<file path="src/rtl/qtu_pkg.sv">
// shared constants, control word layout and microcode rom for the q table update core
`default_nettype none

package qtu_pkg;

  localparam int unsigned REG_W      = 9;
  localparam int unsigned STATE_IN_W = 4;
  localparam int unsigned REWARD_W   = 11;
  localparam int unsigned FRAC_W     = 8;
  localparam int unsigned ROUND      = 1 << (FRAC_W - 1);

  localparam logic [REG_W-1:0] LEARN_RATE_RST = 9'd205;
  localparam logic [REG_W-1:0] DISCOUNT_RST   = 9'd243;

  localparam int unsigned CFG_IDX_W = 1;
  localparam logic [CFG_IDX_W-1:0] CFG_LEARN_RATE = 1'b0;
  localparam logic [CFG_IDX_W-1:0] CFG_DISCOUNT   = 1'b1;

  localparam int unsigned UPC_W = 3;
  typedef logic [UPC_W-1:0] upc_t;

  localparam upc_t STEP_IDLE = 3'd0;
  localparam upc_t STEP_SCAN = 3'd1;
  localparam upc_t STEP_OLD  = 3'd2;
  localparam upc_t STEP_MUL1 = 3'd3;
  localparam upc_t STEP_TGT  = 3'd4;
  localparam upc_t STEP_MUL2 = 3'd5;
  localparam upc_t STEP_UPD  = 3'd6;
  localparam upc_t STEP_CLR  = 3'd7;

  typedef enum logic [2:0] {
    COND_NEVER     = 3'd0,
    COND_ALWAYS    = 3'd1,
    COND_NO_IN     = 3'd2,
    COND_SCAN_MORE = 3'd3,
    COND_CLR_MORE  = 3'd4,
    COND_OUT_BUSY  = 3'd5
  } cond_e;

  typedef struct packed {
    cond_e cond;
    upc_t  target;
    logic  in_rdy;
    logic  rd_scan;
    logic  rd_old;
    logic  mul_gamma;
    logic  ld_tgt;
    logic  mul_lr;
    logic  upd;
    logic  clr_wr;
  } ctrl_t;

  typedef struct packed {
    logic in_valid;
    logic scan_last;
    logic clr_last;
    logic out_busy;
  } stat_t;

  // microcode rom, one control word per step
  function automatic ctrl_t ucode(upc_t upc);
    ctrl_t w;
    w = '0;
    unique case (upc)
      STEP_IDLE: begin
        w.in_rdy = 1'b1;
        w.cond   = COND_NO_IN;
        w.target = STEP_IDLE;
      end
      STEP_SCAN: begin
        w.rd_scan = 1'b1;
        w.cond    = COND_SCAN_MORE;
        w.target  = STEP_SCAN;
      end
      STEP_OLD: begin
        w.rd_old = 1'b1;
        w.cond   = COND_NEVER;
        w.target = STEP_OLD;
      end
      STEP_MUL1: begin
        w.mul_gamma = 1'b1;
        w.cond      = COND_NEVER;
        w.target    = STEP_MUL1;
      end
      STEP_TGT: begin
        w.ld_tgt = 1'b1;
        w.cond   = COND_NEVER;
        w.target = STEP_TGT;
      end
      STEP_MUL2: begin
        w.mul_lr = 1'b1;
        w.cond   = COND_OUT_BUSY;
        w.target = STEP_MUL2;
      end
      STEP_UPD: begin
        w.upd    = 1'b1;
        w.cond   = COND_ALWAYS;
        w.target = STEP_IDLE;
      end
      STEP_CLR: begin
        // falls through to the idle step by wrapping the step counter
        w.clr_wr = 1'b1;
        w.cond   = COND_CLR_MORE;
        w.target = STEP_CLR;
      end
    endcase
    return w;
  endfunction

endpackage

`default_nettype wire

</file>
<file path="src/rtl/qtu_seq.sv">
// microcode sequencer: step counter, rom lookup and conditional jumps
`default_nettype none

module qtu_seq (
  input  wire logic           clk_i,
  input  wire logic           rst_ni,
  input  wire qtu_pkg::stat_t stat_i,
  output qtu_pkg::ctrl_t      ctrl_o
);

  qtu_pkg::upc_t  upc_q, upc_d;
  qtu_pkg::ctrl_t ctrl;
  logic           jump;

  always_comb begin
    ctrl = qtu_pkg::ucode(upc_q);
    unique case (ctrl.cond)
      qtu_pkg::COND_NEVER:     jump = 1'b0;
      qtu_pkg::COND_ALWAYS:    jump = 1'b1;
      qtu_pkg::COND_NO_IN:     jump = !stat_i.in_valid;
      qtu_pkg::COND_SCAN_MORE: jump = !stat_i.scan_last;
      qtu_pkg::COND_CLR_MORE:  jump = !stat_i.clr_last;
      qtu_pkg::COND_OUT_BUSY:  jump = stat_i.out_busy;
      default:                 jump = 1'b0;
    endcase
    upc_d = jump ? ctrl.target : qtu_pkg::upc_t'(upc_q + qtu_pkg::upc_t'(1));
  end

  always_ff @(posedge clk_i or negedge rst_ni) begin
    if (!rst_ni) begin
      upc_q <= qtu_pkg::STEP_CLR;
    end else begin
      upc_q <= upc_d;
    end
  end

  assign ctrl_o = ctrl;

endmodule

`default_nettype wire

</file>
<file path="config.mk">
export PLATFORM = sky130hd
export DESIGN_NAME = qtu_seq
export DESIGN_NICKNAME = d
export VERILOG_FILES = /design/src/rtl/qtu_pkg.sv /design/src/rtl/qtu_seq.sv
export SDC_FILE = /design/constraint.sdc
export NUM_CORES = 1
export LEC_CHECK = 0
export BUFFER_PORTS_ARGS = -buffer_cell sky130_fd_sc_hd__buf_2
export CAP_MARGIN = 10
export CORE_AREA = 2 2 39 41
export DETAILED_ROUTE_END_ITERATION = 6
export DIE_AREA = 0 0 41 43
export PLACE_DENSITY = 0.65
export SLEW_MARGIN = 25
export SYNTH_ARGS = -nofsm -noshare
export SYNTH_HDL_FRONTEND = slang
export SYNTH_SLANG_ARGS = --single-unit
</file>
<file path="constraint.sdc">
create_clock -name clk_i -period 4.47 [get_ports clk_i]
set_input_delay 0.6705 -clock clk_i [delete_from_list [all_inputs] [get_ports clk_i]]
set_output_delay 0.6705 -clock clk_i [all_outputs]
set_load 0.01 [all_outputs]
</file>
## Yosys cells after proc, flatten, opt, wreduce, memory -nomap -nowiden

Index checks and enable logic that the tools add are counted.

| storage, ports and cells | value |
|---|---|
| memory bits (writable) | 0 |
| memories | 0 |
| output and inout port bits | 14 |
| word-level logic and storage cells | 29 |
| bits in read-only memories | 0 |
| latch bits | 0 |
| register bits | 3 |
| bits of input ports | 6 |

| cells by class | value |
|---|---|
| equality and inequality tests | 12 |
| multipliers | 0 |
| reductions and logical operators | 4 |
| div/mod/pow operators | 0 |
| bitwise operators | 0 |
| mux-type cells | 11 |
| add/subtract/negate cells | 1 |
| shift operators | 0 |
| magnitude comparators | 0 |

Operator list:

| cell | count |
|---|---|
| one-hot mux 6 bit (8 select lines) | 1 |
| equality test 3 bit (second input constant) | 6 |
| equality test 3 x 2 -> 1 bit (second input constant) | 4 |
| two-way mux 1 bit | 8 |
| equality test 3 x 1 -> 1 bit (second input constant) | 2 |
| one-hot mux 1 bit (5 select lines) | 1 |
| adder 3 x 1 -> 3 bit (second input constant) | 1 |
| zero test 1 bit | 3 |
| zero test 3 bit | 1 |
| two-way mux 3 bit | 1 |

## Depth between registers and ports, before layout

| logic depth | value |
|---|---|
| depth after elaboration | 5 |
| depth in mapped cells | 8 |
| mapped depth without buffers | 7 |

## Worst setup path before layout

OpenSTA, ideal clock, no wires.

| timing | value |
|---|---|
| path kind | register -> output |
| from | register upc_q[1] |
| to | output ctrl_o[10] in the netlist's numbering |
| stages on the path, launching flop included | 8 |
| arrival | 1.578 ns |
| data required time | 3.799 ns |
| buffers on the path | 1 |
| path slack | 2.222 ns |
| path through | dfstp_2 > inv_1 > ha_1 > buf_6 > and2_1 > or2_2 > nor2_1 > inv_1 |

RTL lines:

| item | line | RTL |
|---|---|---|
| start: declaration | qtu_seq.sv:11 | `qtu_pkg::upc_t upc_q, upc_d;` |
| start signal: assignment | qtu_seq.sv:31 | `upc_q <= qtu_pkg::STEP_CLR;` |
| start signal: assignment | qtu_seq.sv:33 | `upc_q <= upc_d;` |
| end: declaration | qtu_seq.sv:8 | `output qtu_pkg::ctrl_t ctrl_o` |

==> metrics.txt <==
status completed; DRT antenna net count 0; grt ovf 0; Clk Latency, worst-skew pair 0.23 ns; gp weighted congestion 0.771; initial antenna violation count 0; post-synthesis sequential area ratio 19.1%; 1st-pass router iterations 4; worst r2r src upc_q[2]; violation count after the first detailed-route iteration 9; PwrDens 986 mW/mm²; CP endpoint kind primary output; PortBufs 19; gr usage total 11.1%; post-synth cell types 25; Via density 4.71; CTS tree built; crit-path leading delay family simple AND/OR/NAND/NOR gates; Biggest register upc_q; # rows 14; Fin. Hold Viols 0; root buffer cell clkbuf_4; reg2reg end upc_q[1]; largest net degree at the start of global routing 14; Layout Skew 0.00277 ns; Net Count, Synth 59; multi-input logic area 289 µm²; crit-path most repeated cell inv_1; Slew Viols, Final 0; Clock Tree Buf Depth 2; Yosys top cell by area dfstp_2; cts hold-fix bufs 0; via count 396; die height 43 µm; kind of critical path reg -> out; Filler cells 142; Final #Nets 81; area share of the largest cell type after synthesis 19.1%; Slew headroom 69.2%; clock transition time at the flip-flop clock pins of the worst setup and hold paths 0.04 ns; Crit path largest cell delay 0.56 ns; Startpoint Class flip-flop; max-cap violation count 0; total negative slack 0 ns; dpl ws 2.13 ns; total core area 0.00138 mm²; Async SR Flop Fraction 100%; WL final 918 µm; final worst slack 1.89 ns; flop-to-flop setup slack 2.30 ns; yosys warns 0; Critical Path RT 3.80 ns; ranking of synthesized cells by area dfstp_2 (19%), ha_1 (18%), mux2_4 (7.3%); biggest regs upc_q: 3 flops; share of cells above drive strength 1 45.6%; Reg area 78.8 µm²; Lkg Pwr 0.296 nW; RSZ-0062 raised after global routing no; Die ar. 0.00176 mm²; worst-path maximum fanout 9; CP max stage cell dfstp_2; Final setup violation count 0; io pins 20; critical path arrival 1.91 ns; Worst-Margin Slew 0.462 ns; CP cell instances inv_1 > ha_1 > and2_1 > or2_2 > nor2_1 > inv_1 > buf_2; Post-synth EDFFs 0; Final min period 2.58 ns; HP Class in -> async; mean post-synth cell area 8.79 µm²; WL per Instance 10.9 µm; number of global-route vias before repair 350; CP Buf/Inv Count 3; Max Clock Freq 0.387 GHz; # DRC 0; die width 41 µm; post-synthesis cell area 413 µm²; H-tree levels 1; effective utilization at floorplan 29.8%; worst r2r path cells 7; clock sink count 3; max reg flops 3; CTS Buf Count 3; Max VDD drop 382 µV; Ant. Diodes 0; Post-CTS Setup Inserts 0; hpwl dp 728 µm; Area Growth Syn to Fin 29.7%; Tcrit/Tclk final 57.8%; synthesis-stage register bit count 3; post_cts resized 0; predominant post-synthesis flop cell dfstp_2; first-pass GRT wire length 1.33 mm; Synth Instances 47
metal layers:
layer  vias to the layer above  part of all wire (%)  track usage, %
met4                         0                     0            6.00
met1                       179                    44            12.7
li1                        205                     -               -
met3                         0                   3.9            1.57
met5                         -                     0               0
met2                        12                    52            18.4
through the flow:
stage | std cells | instance area [µm²] | utilization, % | total power [mW] | hold WS (ns)
2_1_floorplan | 47 | 413 | - | 0.382 | 0.523
3_3_place_gp | 80 | 509 | 36.8 | 0.478 | 0.639
3_5_place_dp | 80 | 509 | 36.8 | 0.482 | 0.638
4_1_cts | 84 | 536 | 38.7 | 0.533 | 0.390
5_1_grt | 84 | 536 | 38.7 | 0.569 | 0.384
6_report | 84 | 536 | 38.7 | 0.528 | 0.393
layout make-up:
type | count | share of cell area [%]
Multi-Input combinational cell | 35 | 54.0
Timing Repair Buffer | 19 | 17.8
Sequential cell | 3 | 14.7
Clock buffer | 4 | 4.91
Inverter | 7 | 4.91
Tap cell | 16 | 3.74
cell usage in the layout, fill, tap and decap left out:
master / n
buf_2: 19
inv_1: 7
ha_1: 6
nor2_1: 4
clkbuf_4: 3
dfstp_2: 3
and2_1: 2
nor2b_1: 2
nor3_1: 2
or3_1: 2
o21ai_1: 2
mux2_4: 2
or3_4: 1
o21ai_0: 1
o21a_1: 1
or2_2: 1
a21o_1: 1
nand2_1: 1
a2bb2oi_1: 1
nor4_2: 1
o31ai_1: 1
a211oi_1: 1
o211ai_1: 1
o311ai_2: 1
mux2i_1: 1
clkbuf_1: 1
worst register-to-register path, cell delays in order (launching register included):
cell and delay (ns):
dfstp_2 0.65, inv_1 0.09, ha_1 0.26, or3_4 0.36, nor4_2 0.14, o21ai_1 0.11
o311ai_2 0.15, mux2_4 0.34
cells in the mapped netlist (2+ instances only):
master,number
nor2b_1,2
or3_1,2
nor3_1,2
dfstp_2,3
and2_1,2
nor2_1,4
ha_1,6
inv_1,7
o21ai_1,2
mux2_4,2
how the worst max path moves through the flow:
stage                         from    endpoint  slack, ns  cells after the start
after floorplan           upc_q[1]  ctrl_o[10]       2.22                      7
after global placement    upc_q[1]  ctrl_o[10]       2.17                      7
after detailed placement  upc_q[1]  ctrl_o[10]       2.13                      7
after CTS                 upc_q[1]  ctrl_o[10]       1.87                      7
after global routing      upc_q[1]  ctrl_o[10]       1.78                      7
final                     upc_q[1]  ctrl_o[10]       1.89                      7
cell families after synthesis:
group | count (synthesis) | synth area share, %
and+or+nand+nor | 16 | 23.3
muxes | 3 | 9.70
adders and majority gates | 6 | 18.2
DFF | 3 | 19.1
AOI/OAI and AO/OA | 10 | 18.8
buffers and inverters | 9 | 10.9
report_power, final:
| part | internal, mW | leakage, nW | total [mW] | switching, mW |
|---|---|---|---|---|
| registers | 0.0559 | 0.0315 | 0.0823 | 0.0264 |
| logic | 0.194 | 0.249 | 0.399 | 0.204 |
| clock network | 0.0335 | 0.0150 | 0.0474 | 0.0139 |
| total | 0.284 | 0.296 | 0.528 | 0.245 |
Note: power is estimated with default switching activity, not from simulation.
